## config.mk

```make
export PLATFORM = sky130hd
export DESIGN_NAME = animation_frame_sequencer_flat
export DESIGN_NICKNAME = d
export VERILOG_FILES = /design/src/hw/rtl/afs_pkg.sv /design/src/hw/rtl/afs_req_if.sv /design/src/hw/rtl/afs_rsp_if.sv /design/src/hw/rtl/afs_csr_if.sv /design/src/hw/rtl/afs_table.sv /design/src/hw/rtl/animation_frame_sequencer.sv /design/src/flat_wrapper.sv
export SDC_FILE = /design/constraint.sdc
export NUM_CORES = 2
export LEC_CHECK = 0
export ABC_AREA = 1
export BUFFER_PORTS_ARGS = -buffer_cell sky130_fd_sc_hd__buf_2
export CAP_MARGIN = 20
export CORE_MARGIN = 4
export CORE_UTILIZATION = 63
export CTS_CLUSTER_DIAMETER = 50
export DETAILED_ROUTE_END_ITERATION = 10
export PLACE_DENSITY = 0.82
export SYNTH_ARGS = -nofsm -noshare
export SYNTH_HDL_FRONTEND = slang
export SYNTH_SLANG_ARGS = --single-unit
```

## constraint.sdc

```tcl
create_clock -name clock -period 3.4 [get_ports clock]
set_input_delay 0.17 -clock clock [delete_from_list [all_inputs] [get_ports clock]]
set_output_delay 0.17 -clock clock [all_outputs]
set_load 0.05 [all_outputs]
```

## src/hw/rtl/afs_pkg.sv

```systemverilog
// ----------------------------------------------------------------------------
// afs_pkg - shared types and constants
// Field widths, register indexes, defaults and sequencer states of the
// keyframe sequencer.
// ----------------------------------------------------------------------------
package afs_pkg;

   localparam int MAX_FRAMES_DEFAULT = 64;
   localparam int TIME_BITS_DEFAULT  = 24;

   localparam int COMMAND_W = 1;
   localparam int DELTA_W   = 24;
   localparam int SLOT_W    = 6;
   localparam int ENTRY_W   = 24;
   localparam int FRAME_W   = 6;

   localparam int COUNT_W   = 7;
   localparam int LIMIT_W   = 9;
   localparam int REPS_W    = 8;

   localparam int CSR_IDX_W  = 2;
   localparam int CSR_DATA_W = 9;

   localparam logic [CSR_IDX_W-1:0] REG_FRAME_COUNT   = 2'd0;
   localparam logic [CSR_IDX_W-1:0] REG_REPEAT_ENABLE = 2'd1;
   localparam logic [CSR_IDX_W-1:0] REG_REPEAT_LIMIT  = 2'd2;

   localparam logic [COMMAND_W-1:0] CMD_TICK = 1'b0;
   localparam logic [COMMAND_W-1:0] CMD_LOAD = 1'b1;

   localparam logic [COUNT_W-1:0] FRAME_COUNT_RESET = 7'd1;
   localparam logic [LIMIT_W-1:0] LIMIT_FOREVER     = 9'h1FF;
   localparam logic [REPS_W-1:0]  REPS_MAX          = 8'hFF;

   typedef enum logic [2:0] {
      ST_IDLE,
      ST_CHECK,
      ST_READ,
      ST_COMPARE,
      ST_END,
      ST_EMIT
   } state_type;

endpackage

```

## src/hw/rtl/afs_req_if.sv

```systemverilog
// ----------------------------------------------------------------------------
// afs_req_if - request channel
// Tick and load items with valid/ready handshake.
// ----------------------------------------------------------------------------
interface afs_req_if;
   logic                            valid;
   logic                            ready;
   logic [afs_pkg::COMMAND_W-1:0]   command;
   logic [afs_pkg::DELTA_W-1:0]     time_delta;
   logic [afs_pkg::SLOT_W-1:0]      entry_index;
   logic [afs_pkg::ENTRY_W-1:0]     entry_time;

   modport source (output valid, command, time_delta, entry_index, entry_time,
                   input ready);
   modport sink   (input valid, command, time_delta, entry_index, entry_time,
                   output ready);
endinterface

```

## src/hw/rtl/afs_rsp_if.sv

```systemverilog
// ----------------------------------------------------------------------------
// afs_rsp_if - response channel
// Sequencer status and frame pair with valid/ready handshake.
// ----------------------------------------------------------------------------
interface afs_rsp_if;
   logic                          valid;
   logic                          ready;
   logic                          active;
   logic [afs_pkg::FRAME_W-1:0]   frame_cur;
   logic [afs_pkg::FRAME_W-1:0]   frame_next;

   modport source (output valid, active, frame_cur, frame_next, input ready);
   modport sink   (input valid, active, frame_cur, frame_next, output ready);
endinterface

```

## src/hw/rtl/afs_csr_if.sv

```systemverilog
// ----------------------------------------------------------------------------
// afs_csr_if - register write channel
// Register index and write data with valid/ready handshake.
// ----------------------------------------------------------------------------
interface afs_csr_if;
   logic                             valid;
   logic                             ready;
   logic [afs_pkg::CSR_IDX_W-1:0]    index;
   logic [afs_pkg::CSR_DATA_W-1:0]   data;

   modport source (output valid, index, data, input ready);
   modport sink   (input valid, index, data, output ready);
endinterface

```

## src/hw/rtl/afs_table.sv

```systemverilog
// ----------------------------------------------------------------------------
// afs_table - frame end time memory
// One write port, one read port with registered read data.
// ----------------------------------------------------------------------------
module afs_table #(
   parameter int DEPTH = afs_pkg::MAX_FRAMES_DEFAULT,
   parameter int WIDTH = afs_pkg::TIME_BITS_DEFAULT,
   localparam int IDX_W = $clog2(DEPTH)
) (
   input  logic             clock,
   input  logic             wr_en,
   input  logic [IDX_W-1:0] wr_addr,
   input  logic [WIDTH-1:0] wr_data,
   input  logic             rd_en,
   input  logic [IDX_W-1:0] rd_addr,
   output logic [WIDTH-1:0] rd_data
);

   logic [WIDTH-1:0] mem [DEPTH];
   logic [WIDTH-1:0] rd_data_ff;

   always_ff @(posedge clock) begin
      if (wr_en) begin
         mem[wr_addr] <= wr_data;
      end
   end

   always_ff @(posedge clock) begin
      if (rd_en) begin
         rd_data_ff <= mem[rd_addr];
      end
   end

   assign rd_data = rd_data_ff;

endmodule

```

## src/hw/rtl/animation_frame_sequencer.sv

```systemverilog
// ----------------------------------------------------------------------------
// animation_frame_sequencer - keyframe sequencer
// Load items fill a table of cumulative frame end times. Tick items advance
// a saturating running time and walk the frame index through the table.
//
// Channels: req carries load and tick items, rsp returns one result per item,
// csr writes frame_count, repeat_enable and repeat_limit, which the user must
// write only while idle; nothing in the block checks it. A load goes
// straight to the emit step, a tick on a finished sequence only through the
// check step; other ticks walk until an entry stops them or the last frame;
// the walk reads one entry at a time through the single table read port and
// one shared time comparator. One item is in work at a time; req ready is
// high only while the sequencer is idle, re-entered as the result is loaded.
// The result sits in an output register: when the receiver stalls, the
// sequencer finishes the next item and holds in its last step until the
// register frees up.
// Reset clears the running time, frame index, repetition count and csr
// values. The table has no reset; the user must read entries only once loaded.
// ----------------------------------------------------------------------------
module animation_frame_sequencer #(
   parameter int MAX_FRAMES = afs_pkg::MAX_FRAMES_DEFAULT,
   parameter int TIME_BITS  = afs_pkg::TIME_BITS_DEFAULT
) (
   input  logic        clock,
   input  logic        reset,
   afs_req_if.sink     req_if,
   afs_rsp_if.source   rsp_if,
   afs_csr_if.sink     csr_if
);

   localparam int IDX_W = $clog2(MAX_FRAMES);
   localparam int FI_W  = $clog2(MAX_FRAMES + 1);

   afs_pkg::state_type state_ff, state_in;

   logic [afs_pkg::COUNT_W-1:0] frame_count_ff;
   logic                        repeat_enable_ff;
   logic [afs_pkg::LIMIT_W-1:0] repeat_limit_ff;

   logic [TIME_BITS-1:0]       run_time_ff, run_time_in;
   logic [FI_W-1:0]            frame_index_ff, frame_index_in;
   logic [afs_pkg::REPS_W-1:0] reps_ff, reps_in;

   logic                        res_active_ff, res_active_in;
   logic [afs_pkg::FRAME_W-1:0] res_one_ff, res_one_in;
   logic [afs_pkg::FRAME_W-1:0] res_two_ff, res_two_in;

   logic                        rsp_valid_ff, rsp_valid_in;
   logic                        rsp_active_ff;
   logic [afs_pkg::FRAME_W-1:0] rsp_one_ff;
   logic [afs_pkg::FRAME_W-1:0] rsp_two_ff;

   logic                 req_xfer;
   logic                 rsp_free;
   logic [FI_W-1:0]      count;
   logic                 seq_done;
   logic                 walk_more;
   logic                 time_past;
   logic [TIME_BITS:0]   time_sum;
   logic [TIME_BITS-1:0] delta_t;
   logic [FI_W:0]        next_frame;

   logic                 tbl_wr_en;
   logic [IDX_W-1:0]     tbl_wr_addr;
   logic [TIME_BITS-1:0] tbl_wr_data;
   logic                 tbl_rd_en;
   logic [TIME_BITS-1:0] tbl_rd_data;

   afs_table #(
      .DEPTH (MAX_FRAMES),
      .WIDTH (TIME_BITS)
   ) u_table (
      .clock   (clock),
      .wr_en   (tbl_wr_en),
      .wr_addr (tbl_wr_addr),
      .wr_data (tbl_wr_data),
      .rd_en   (tbl_rd_en),
      .rd_addr (frame_index_ff[IDX_W-1:0]),
      .rd_data (tbl_rd_data)
   );

   assign req_if.ready = (state_ff == afs_pkg::ST_IDLE);
   assign req_xfer     = req_if.valid && req_if.ready;
   assign rsp_free     = !rsp_valid_ff || rsp_if.ready;
   assign csr_if.ready = 1'b1;

   assign rsp_if.valid      = rsp_valid_ff;
   assign rsp_if.active     = rsp_active_ff;
   assign rsp_if.frame_cur  = rsp_one_ff;
   assign rsp_if.frame_next = rsp_two_ff;

   always_comb begin
      if (frame_count_ff == '0) begin
         count = FI_W'(1);
      end else if (32'(frame_count_ff) > MAX_FRAMES) begin
         count = FI_W'(MAX_FRAMES);
      end else begin
         count = FI_W'(frame_count_ff);
      end
   end

   assign seq_done = (repeat_limit_ff != afs_pkg::LIMIT_FOREVER) &&
                     ($signed({2'b00, reps_ff}) >
                      $signed({repeat_limit_ff[afs_pkg::LIMIT_W-1], repeat_limit_ff}));

   assign walk_more  = frame_index_ff < count;
   assign time_past  = run_time_ff > tbl_rd_data;
   assign delta_t    = TIME_BITS'(32'(req_if.time_delta));
   assign time_sum   = {1'b0, run_time_ff} + {1'b0, delta_t};
   assign next_frame = {1'b0, frame_index_ff} + (FI_W + 1)'(1);

   assign tbl_wr_en   = req_xfer && (req_if.command == afs_pkg::CMD_LOAD) &&
                        (32'(req_if.entry_index) < MAX_FRAMES);
   assign tbl_wr_addr = IDX_W'(req_if.entry_index);
   assign tbl_wr_data = TIME_BITS'(32'(req_if.entry_time));
   assign tbl_rd_en   = (state_ff == afs_pkg::ST_READ) && walk_more;

   // next state
   always_comb begin
      state_in = state_ff;
      unique case (state_ff)
         afs_pkg::ST_IDLE: begin
            if (req_xfer) begin
               state_in = (req_if.command == afs_pkg::CMD_LOAD) ?
                          afs_pkg::ST_EMIT : afs_pkg::ST_CHECK;
            end
         end
         afs_pkg::ST_CHECK:   state_in = seq_done ? afs_pkg::ST_EMIT : afs_pkg::ST_READ;
         afs_pkg::ST_READ:    state_in = walk_more ? afs_pkg::ST_COMPARE : afs_pkg::ST_END;
         afs_pkg::ST_COMPARE: state_in = time_past ? afs_pkg::ST_READ : afs_pkg::ST_END;
         afs_pkg::ST_END:     state_in = afs_pkg::ST_EMIT;
         afs_pkg::ST_EMIT: begin
            if (rsp_free) begin
               state_in = afs_pkg::ST_IDLE;
            end
         end
         default: state_in = afs_pkg::ST_IDLE;
      endcase
   end

   // datapath
   always_comb begin
      run_time_in    = run_time_ff;
      frame_index_in = frame_index_ff;
      reps_in        = reps_ff;
      res_active_in  = res_active_ff;
      res_one_in     = res_one_ff;
      res_two_in     = res_two_ff;
      rsp_valid_in   = rsp_valid_ff && !rsp_if.ready;
      unique case (state_ff)
         afs_pkg::ST_IDLE: begin
            if (req_xfer) begin
               res_active_in = 1'b0;
               res_one_in    = '0;
               res_two_in    = '0;
               if (req_if.command == afs_pkg::CMD_TICK) begin
                  run_time_in = time_sum[TIME_BITS] ? '1 : time_sum[TIME_BITS-1:0];
               end
            end
         end
         afs_pkg::ST_CHECK: begin
            res_active_in = 1'b0;
            res_one_in    = afs_pkg::FRAME_W'(frame_index_ff);
            res_two_in    = afs_pkg::FRAME_W'(frame_index_ff);
         end
         afs_pkg::ST_READ: begin
         end
         afs_pkg::ST_COMPARE: begin
            if (time_past) begin
               frame_index_in = next_frame[FI_W-1:0];
            end
         end
         afs_pkg::ST_END: begin
            if (!walk_more) begin
               if (repeat_enable_ff) begin
                  if (reps_ff != afs_pkg::REPS_MAX) begin
                     reps_in = reps_ff + afs_pkg::REPS_W'(1);
                  end
                  frame_index_in = '0;
                  run_time_in    = '0;
                  res_active_in  = 1'b1;
                  res_one_in     = '0;
                  res_two_in     = (count > FI_W'(1)) ? afs_pkg::FRAME_W'(1) : '0;
               end else begin
                  frame_index_in = count - FI_W'(1);
                  res_active_in  = 1'b0;
                  res_one_in     = afs_pkg::FRAME_W'(count - FI_W'(1));
                  res_two_in     = afs_pkg::FRAME_W'(count - FI_W'(1));
               end
            end else begin
               res_active_in = 1'b1;
               res_one_in    = afs_pkg::FRAME_W'(frame_index_ff);
               res_two_in    = (next_frame >= {1'b0, count}) ?
                               afs_pkg::FRAME_W'(frame_index_ff) :
                               afs_pkg::FRAME_W'(next_frame);
            end
         end
         afs_pkg::ST_EMIT: begin
            if (rsp_free) begin
               rsp_valid_in = 1'b1;
            end
         end
         default: begin
         end
      endcase
   end

   always_ff @(posedge clock) begin
      if (reset) begin
         state_ff         <= afs_pkg::ST_IDLE;
         run_time_ff      <= '0;
         frame_index_ff   <= '0;
         reps_ff          <= '0;
         rsp_valid_ff     <= 1'b0;
      end else begin
         state_ff         <= state_in;
         run_time_ff      <= run_time_in;
         frame_index_ff   <= frame_index_in;
         reps_ff          <= reps_in;
         rsp_valid_ff     <= rsp_valid_in;
      end
   end

   always_ff @(posedge clock) begin
      res_active_ff <= res_active_in;
      res_one_ff    <= res_one_in;
      res_two_ff    <= res_two_in;
      if (state_ff == afs_pkg::ST_EMIT && rsp_free) begin
         rsp_active_ff <= res_active_ff;
         rsp_one_ff    <= res_one_ff;
         rsp_two_ff    <= res_two_ff;
      end
   end

   always_ff @(posedge clock) begin
      if (reset) begin
         frame_count_ff   <= afs_pkg::FRAME_COUNT_RESET;
         repeat_enable_ff <= 1'b0;
         repeat_limit_ff  <= '0;
      end else if (csr_if.valid && csr_if.ready) begin
         unique case (csr_if.index)
            afs_pkg::REG_FRAME_COUNT:
               frame_count_ff <= csr_if.data[afs_pkg::COUNT_W-1:0];
            afs_pkg::REG_REPEAT_ENABLE:
               repeat_enable_ff <= csr_if.data[0];
            afs_pkg::REG_REPEAT_LIMIT:
               repeat_limit_ff <= csr_if.data[afs_pkg::LIMIT_W-1:0];
            default: begin
            end
         endcase
      end
   end

   a_busy_after_xfer : assert property (@(posedge clock) disable iff (reset)
      req_xfer |=> !req_if.ready)
      else $error("request taken while an item is in work");

   a_compare_after_read : assert property (@(posedge clock) disable iff (reset)
      (state_ff == afs_pkg::ST_COMPARE) |-> ($past(state_ff) == afs_pkg::ST_READ))
      else $error("compare without a table read");

   a_frame_pair : assert property (@(posedge clock) disable iff (reset)
      (rsp_if.valid && rsp_if.active) |->
         ((rsp_if.frame_next == rsp_if.frame_cur) ||
          (rsp_if.frame_next == rsp_if.frame_cur + afs_pkg::FRAME_W'(1))))
      else $error("next frame is not current or current plus one");

   a_index_bound : assert property (@(posedge clock) disable iff (reset)
      (state_ff == afs_pkg::ST_COMPARE) |-> (frame_index_ff < count))
      else $error("walk read past the frame count");

endmodule

```

## src/flat_wrapper.sv

```systemverilog
// flat-port wrapper written by rule: the top's interface ports become plain ports
module animation_frame_sequencer_flat 
#(
   parameter int MAX_FRAMES = afs_pkg::MAX_FRAMES_DEFAULT,
   parameter int TIME_BITS  = afs_pkg::TIME_BITS_DEFAULT
)
  (clock, reset, req_if_valid, req_if_command, req_if_time_delta, req_if_entry_index, req_if_entry_time, req_if_ready, rsp_if_valid, rsp_if_active, rsp_if_frame_cur, rsp_if_frame_next, rsp_if_ready, csr_if_valid, csr_if_index, csr_if_data, csr_if_ready);
  afs_req_if req_if_i ();
  afs_rsp_if rsp_if_i ();
  afs_csr_if csr_if_i ();
  input  logic clock;
  input  logic reset;
  input wire logic [$bits(req_if_i.valid)-1:0] req_if_valid;
  input wire logic [$bits(req_if_i.command)-1:0] req_if_command;
  input wire logic [$bits(req_if_i.time_delta)-1:0] req_if_time_delta;
  input wire logic [$bits(req_if_i.entry_index)-1:0] req_if_entry_index;
  input wire logic [$bits(req_if_i.entry_time)-1:0] req_if_entry_time;
  output wire logic [$bits(req_if_i.ready)-1:0] req_if_ready;
  output wire logic [$bits(rsp_if_i.valid)-1:0] rsp_if_valid;
  output wire logic [$bits(rsp_if_i.active)-1:0] rsp_if_active;
  output wire logic [$bits(rsp_if_i.frame_cur)-1:0] rsp_if_frame_cur;
  output wire logic [$bits(rsp_if_i.frame_next)-1:0] rsp_if_frame_next;
  input wire logic [$bits(rsp_if_i.ready)-1:0] rsp_if_ready;
  input wire logic [$bits(csr_if_i.valid)-1:0] csr_if_valid;
  input wire logic [$bits(csr_if_i.index)-1:0] csr_if_index;
  input wire logic [$bits(csr_if_i.data)-1:0] csr_if_data;
  output wire logic [$bits(csr_if_i.ready)-1:0] csr_if_ready;
  assign req_if_i.valid = req_if_valid;
  assign req_if_i.command = req_if_command;
  assign req_if_i.time_delta = req_if_time_delta;
  assign req_if_i.entry_index = req_if_entry_index;
  assign req_if_i.entry_time = req_if_entry_time;
  assign req_if_ready = req_if_i.ready;
  assign rsp_if_valid = rsp_if_i.valid;
  assign rsp_if_active = rsp_if_i.active;
  assign rsp_if_frame_cur = rsp_if_i.frame_cur;
  assign rsp_if_frame_next = rsp_if_i.frame_next;
  assign rsp_if_i.ready = rsp_if_ready;
  assign csr_if_i.valid = csr_if_valid;
  assign csr_if_i.index = csr_if_index;
  assign csr_if_i.data = csr_if_data;
  assign csr_if_ready = csr_if_i.ready;
  animation_frame_sequencer #(.MAX_FRAMES(MAX_FRAMES), .TIME_BITS(TIME_BITS)) u_core (.clock(clock), .reset(reset), .req_if(req_if_i), .rsp_if(rsp_if_i), .csr_if(csr_if_i));
endmodule
```

== Yosys cells after proc, flatten, opt, wreduce, memory -nomap -nowiden ==
Memories as Yosys holds them, arrays and structs flattened. A register that Yosys moved wholly into a read port is not among the register bits.
Cells that the tools add are included.
Word-level totals
  flip-flop bits (word level): 86
  bits in writable memories: 1536
  input port bits: 71
  memories kept: 1
Memories
  u_core.u_table.mem: depth 64, bits a word 24, rd ports 1, clocked after Yosys merged registers in 1, wr ports 1, RTL line afs_table.sv:19  | logic [WIDTH-1:0] mem [DEPTH];
Operators by class
  add/sub/neg operators: 4
  $lt $le $gt $ge: 6
  eq/ne operators: 15
  mux-type cells: 36
  bitwise operators: 1
  reduce and logical (&&, ||, !) cells: 23
Operators by type and width (count)
  $mux 24: 5
  $pmux 24 s2: 1
  $mux 6: 6
  $pmux 6 s3: 2
  $mux 7: 5
  $add 24x24->25: 1
  $gt 24x24->1: 1
  $mux 3: 6
  $pmux 3 s6: 1
  $pmux 7 s2: 1
  $reduce_and 2->1: 5
  $gt 9x9->1: 1
  $ne 9x9->1 const B: 1
  $add 7x1->8 const B: 1
  $add 8x1->8 const B: 1
  $ge 8x7->1: 1
  $mux 1: 8
  $ne 8x8->1 const B: 1
  $gt 7x1->1 const B: 1
  $gt 7x7->1 const B: 1
  $logic_not 7->1: 1
  $lt 7x7->1: 1
  $sub 7x1->7 const B: 1
  $eq 3x2->1 const B: 2
  18 further kinds: 30

== Longest topological paths before layout ==
  depth in word-level cells: 8
  depth in mapped cells: 18
  gate-level depth less buffers: 18

== Modules after synthesis ==
From an unflattened synthesis, not the netlist that was laid out.
Unflattened totals
  cell total of the unflattened synthesis: 6220
  area total of the unflattened synthesis: 69674.3 um^2
Modules (own cells, without submodules)
  afs_table: instances 1, cells an instance 5230, area an instance 62995.4 um^2, seq. area each 46844.9 um^2
  animation_frame_sequencer: instances 1, cells an instance 990, area an instance 6678.9 um^2, seq. area each 1981.9 um^2

== Worst setup path after synthesis ==
No wires, ideal clock.
  path kind: reg-to-reg
  start: register u_core.state_ff[0]
  end: memory u_core.u_table.mem[0][0] (netlist bit), enable pin
  setup time: 0.405 ns
  data arrival time: 3.026 ns
  required time: 2.995 ns
  setup slack: -0.031 ns
  cell stages (with the launch flop): 10
  cell sequence: dfxtp_1 -> inv_1 -> nand2_2 -> nor2_1 -> inv_1 -> nor2_1 -> nand2_1 -> nor2_1 -> nand3_1 -> nor2_1
Between the ends
  cells in the longest elaborated chain, start to end: 5
RTL lines
  start, declared: RTL line animation_frame_sequencer.sv:34  | afs_pkg::state_type state_ff, state_in;
  start signal, assigned: RTL line animation_frame_sequencer.sv:210  | state_ff <= afs_pkg::ST_IDLE;
  start signal, assigned: RTL line animation_frame_sequencer.sv:216  | state_ff <= state_in;
  $logic_not 3->1: RTL line animation_frame_sequencer.sv:82  | assign req_if.ready = (state_ff == afs_pkg::ST_IDLE);
  via req_if_ready: RTL line flat_wrapper.sv:18  | output wire logic [$bits(req_if_i.ready)-1:0] req_if_ready;
  $logic_and 1x1->1: RTL line animation_frame_sequencer.sv:83  | assign req_xfer = req_if.valid && req_if.ready;
  $logic_and 1x1->1: RTL line animation_frame_sequencer.sv:112  | assign tbl_wr_en = req_xfer && (req_if.command == afs_pkg::CMD_LOAD) &&
  $mux 1: RTL line afs_table.sv:23  | if (wr_en) begin
  $mux 1 (implied by the code): RTL line afs_table.sv:24  | mem[wr_addr] <= wr_data;
  end, declared: RTL line afs_table.sv:19
The timed path passes the listed nets, and every way through them passes these cells.

== Worst setup path in the final report ==
  start: register u_core.frame_index_ff[0]
  end: register u_core.u_table.rd_data_ff[9], in the netlist u_core.u_table.rd_data[9] (read register of u_core.u_table.mem), data pin
Between the ends
  cells in the longest elaborated chain, start to end: 2
RTL lines
  start, declared: RTL line animation_frame_sequencer.sv:41  | logic [FI_W-1:0] frame_index_ff, frame_index_in;
  start signal, assigned: RTL line animation_frame_sequencer.sv:218  | frame_index_ff <= frame_index_in;
  $lt 7x7->1: RTL line animation_frame_sequencer.sv:106  | assign walk_more = frame_index_ff < count;
  $logic_and 1x1->1: RTL line animation_frame_sequencer.sv:116  | assign tbl_rd_en = (state_ff == afs_pkg::ST_READ) && walk_more;
  end, declared: RTL line afs_table.sv:20  | logic [WIDTH-1:0] rd_data_ff;
Parallel ways exist; a longest one is shown, timed or not.
A chain may end at the register's enable or synchronous reset.

==> metrics <==
Main synth FF type edfxtp_1; root buffer cell clkbuf_16; FP Rows 119; critical path endpoint category flip-flop; Max Freq 335.6 MHz; cell count after synthesis 5,383; final setup TNS 0 ns; Clock Latency Late Sink 0.80 ns; Synth cell types 46; reg-to-reg setup timing slack 0.42 ns; Setup WS pre-CTS 0.4243 ns; dpl cell area 0.06994 mm²; number of global-route vias before repair 45,240; pwr/cell area 742.8 mW/mm²; Worst Path Max Fanout 208; Max-slew headroom 0.2099; Area Growth Syn to Fin 11.96%; final WL 187,700 µm; min cycle time layout 2.980 ns; core outline area 0.1060 mm²; sequential area share after synthesis 0.7219; top cells by area, synth edfxtp_1 70%, o21ai_0 5.9%, nor2_1 5.9%; total die area 0.1127 mm²; Setup Crit Path Kind flip-flop to flip-flop; Setup WS post-layout 0.4200 ns; top-count cell post-synth edfxtp_1; Num CTS Buffers 165; Seq pwr share 0.410; yosys warns 0; Lkg Pwr 25.50 nW; Vias per Instance 6.706; port bufs 85; total gr overflow 0; H-tree Lvls 4; initial core utilization 0.6380; clock tree buffer depth 3; Final #Nets 5,643; GP Congestion 0.9283; Slowest cell on crit path dfxtp_4; DR iter-0 viols 8,144; CP required 4.03 ns; Net Sw Power 0.01919 W; class of the worst hold path primary input to flip-flop; skew final 0.03701 ns; Post-Syn Area 0.06764 mm²; register bit total from synthesis 1,646; global-route wire length before repair 277,300 µm; Vias 47,110; setup violators final 0; CTS Sinks 1,646; Synth Area per Inst 12.57 µm²; status complete, no violations; synth cell count leaders 1,586 x edfxtp_1, 1,061 x nor2_1, 804 x o21ai_0; max incr delay on CP 0.61 ns; DP Wirelength 106,000 µm; First-pass DRT Iterations 6; count of final max-slew check failures 0; Worst-path clk slew 0.06 ns; WL/cell 26.71 µm; Residual DRC 0; Post-DRT Antenna Nets 0; ys async rst share 0; IO Pins 87; post-synth top area share 0.7041; Mapped Nets 5,529; largest net degree at the start of global routing 209; Clock Power Share 0.318; post-route cell area 0.07573 mm²; critical path cell sequence buf_12, nor2_1, nor2_1, o21ai_0, o211ai_1, o211ai_1, nand3_1, nand3_1, nand2_1; area leader, netlist edfxtp_1; Least-Margin Pin Slew 1.185 ns; Worst Setup Start Kind flip-flop; Tcrit/Tclk final 0.8765; number of synthesized flops with an enable pin 1,586; Switching Share 0.3412; Worst EP arrival 3.61 ns; CTS tree done; die height 335.7 µm; Pint 0.03706 W; GR Util All Layers 0.3299; Die Span X 335.7 µm; Comb pwr share 0.272; endpoints failing hold 0; initial antenna violation count 7; layout cells sized above 1 0.1041; max-cap violation count 0; RSZ-0062 raised after global routing no; Worst IR Drop VDD 0.5112 mV
cell families after synthesis:
| family | after synthesis | synth area share |
|---|---|---|
| simple gates | 1610 | 0.09571 |
| flops | 1646 | 0.7219 |
| fa+ha+maj | 75 | 0.01398 |
| buf+inv | 513 | 0.03430 |
| xor+xnor | 15 | 0.001942 |
| compound gates | 1523 | 0.1321 |
| other cells | 1 | 0.00005544 |
cell usage in the layout, fill, tap and decap left out, types with 148 or more instances in the layout:
| master | count |
|---|---|
| edfxtp_1 | 1586 |
| nor2_1 | 997 |
| o21ai_0 | 804 |
| o211ai_1 | 328 |
| nand2_1 | 272 |
| nand3_1 | 218 |
| o22ai_1 | 192 |
| clkbuf_16 | 167 |
| buf_4 | 154 |
| inv_1 | 148 |
state kept, by name (all words and copies together) (netlist names), 7 cells and up:
register and flops:
u_core.u_table.mem 1536, u_core.u_table.rd_data 24, u_core.frame_count_ff 7, u_core.run_time_ff 24, u_core.reps_ff 8, u_core.frame_index_ff 7, u_core.repeat_limit_ff 9
routing by layer:
metal / share of wire / track usage
met1: 0.35 / 0.4464
met2: 0.47 / 0.5122
met3: 0.14 / 0.08259
met4: 0.046 / 0.1508
met5: 0.00023 / 0
worst paths after layout:
| path | startpoint | endpoint | cells after the start |
|---|---|---|---|
| max reg2reg | u_core.frame_index_ff[0] | u_core.u_table.rd_data[9] | 9 |
| min | req_if_entry_time[14] | u_core.u_table.mem[13][14] | 1 |
| min reg2reg | u_core.res_one_ff[4] | u_core.rsp_if.frame_cur[4] | 0 |
| max | u_core.frame_index_ff[0] | u_core.u_table.rd_data[9] | 9 |
layout make-up:
type | instances | area, µm²
Sequential cell | 1646 | 48840
Fill cell | 6446 | 30280
Multi-Input combinational cell | 3224 | 16660
Clock buffer | 207 | 4349
Timing Repair Buffer | 303 | 2492
Tap cell | 1391 | 1740
Clock inverter | 93 | 1015
Inverter | 157 | 623.1
Antenna cell | 4 | 10.01
per-stage QoR:
step / std cells / util / hold WS (ns) / total power [W]
CTS: 7017 / 0.7137 / 0.002021 / 0.05580
floorplan: 5383 / - / 0.2689 / 0.03284
detailed placement: 6682 / 0.6598 / 0.4045 / 0.03797
global route: 7021 / 0.7143 / 0.04872 / 0.05833
finish: 7025 / 0.7144 / 0.01091 / 0.05626
global placement: 6682 / 0.6598 / 0.4014 / 0.03753
critical path: cells and delay by family, from the launching register on:
kind,cells,cell delay [ns]
AO/OA/AOI/OAI,3,0.45
buffers and inverters,1,0.57
flip-flops,1,0.61
AND/OR/NAND/NOR,5,0.85
power groups by stage:
stage / Sequential (W) / Clock (W) / Combinational, W
2_1_floorplan: 0.0233 / 0 / 0.00952
3_3_place_gp: 0.0235 / 0 / 0.0140
3_5_place_dp: 0.0235 / 0 / 0.0145
4_1_cts: 0.0231 / 0.0179 / 0.0148
5_1_grt: 0.0231 / 0.0189 / 0.0164
6_report: 0.0231 / 0.0179 / 0.0153
repair_timing:
action	in CTS	in global routing
setup buffers	0	0
gates resized for setup	0	1
hold endpoints to repair	140	20
endpoints found under the setup margin	0	1
hold buffers	35	2
(Power assumes the default switching activity.)
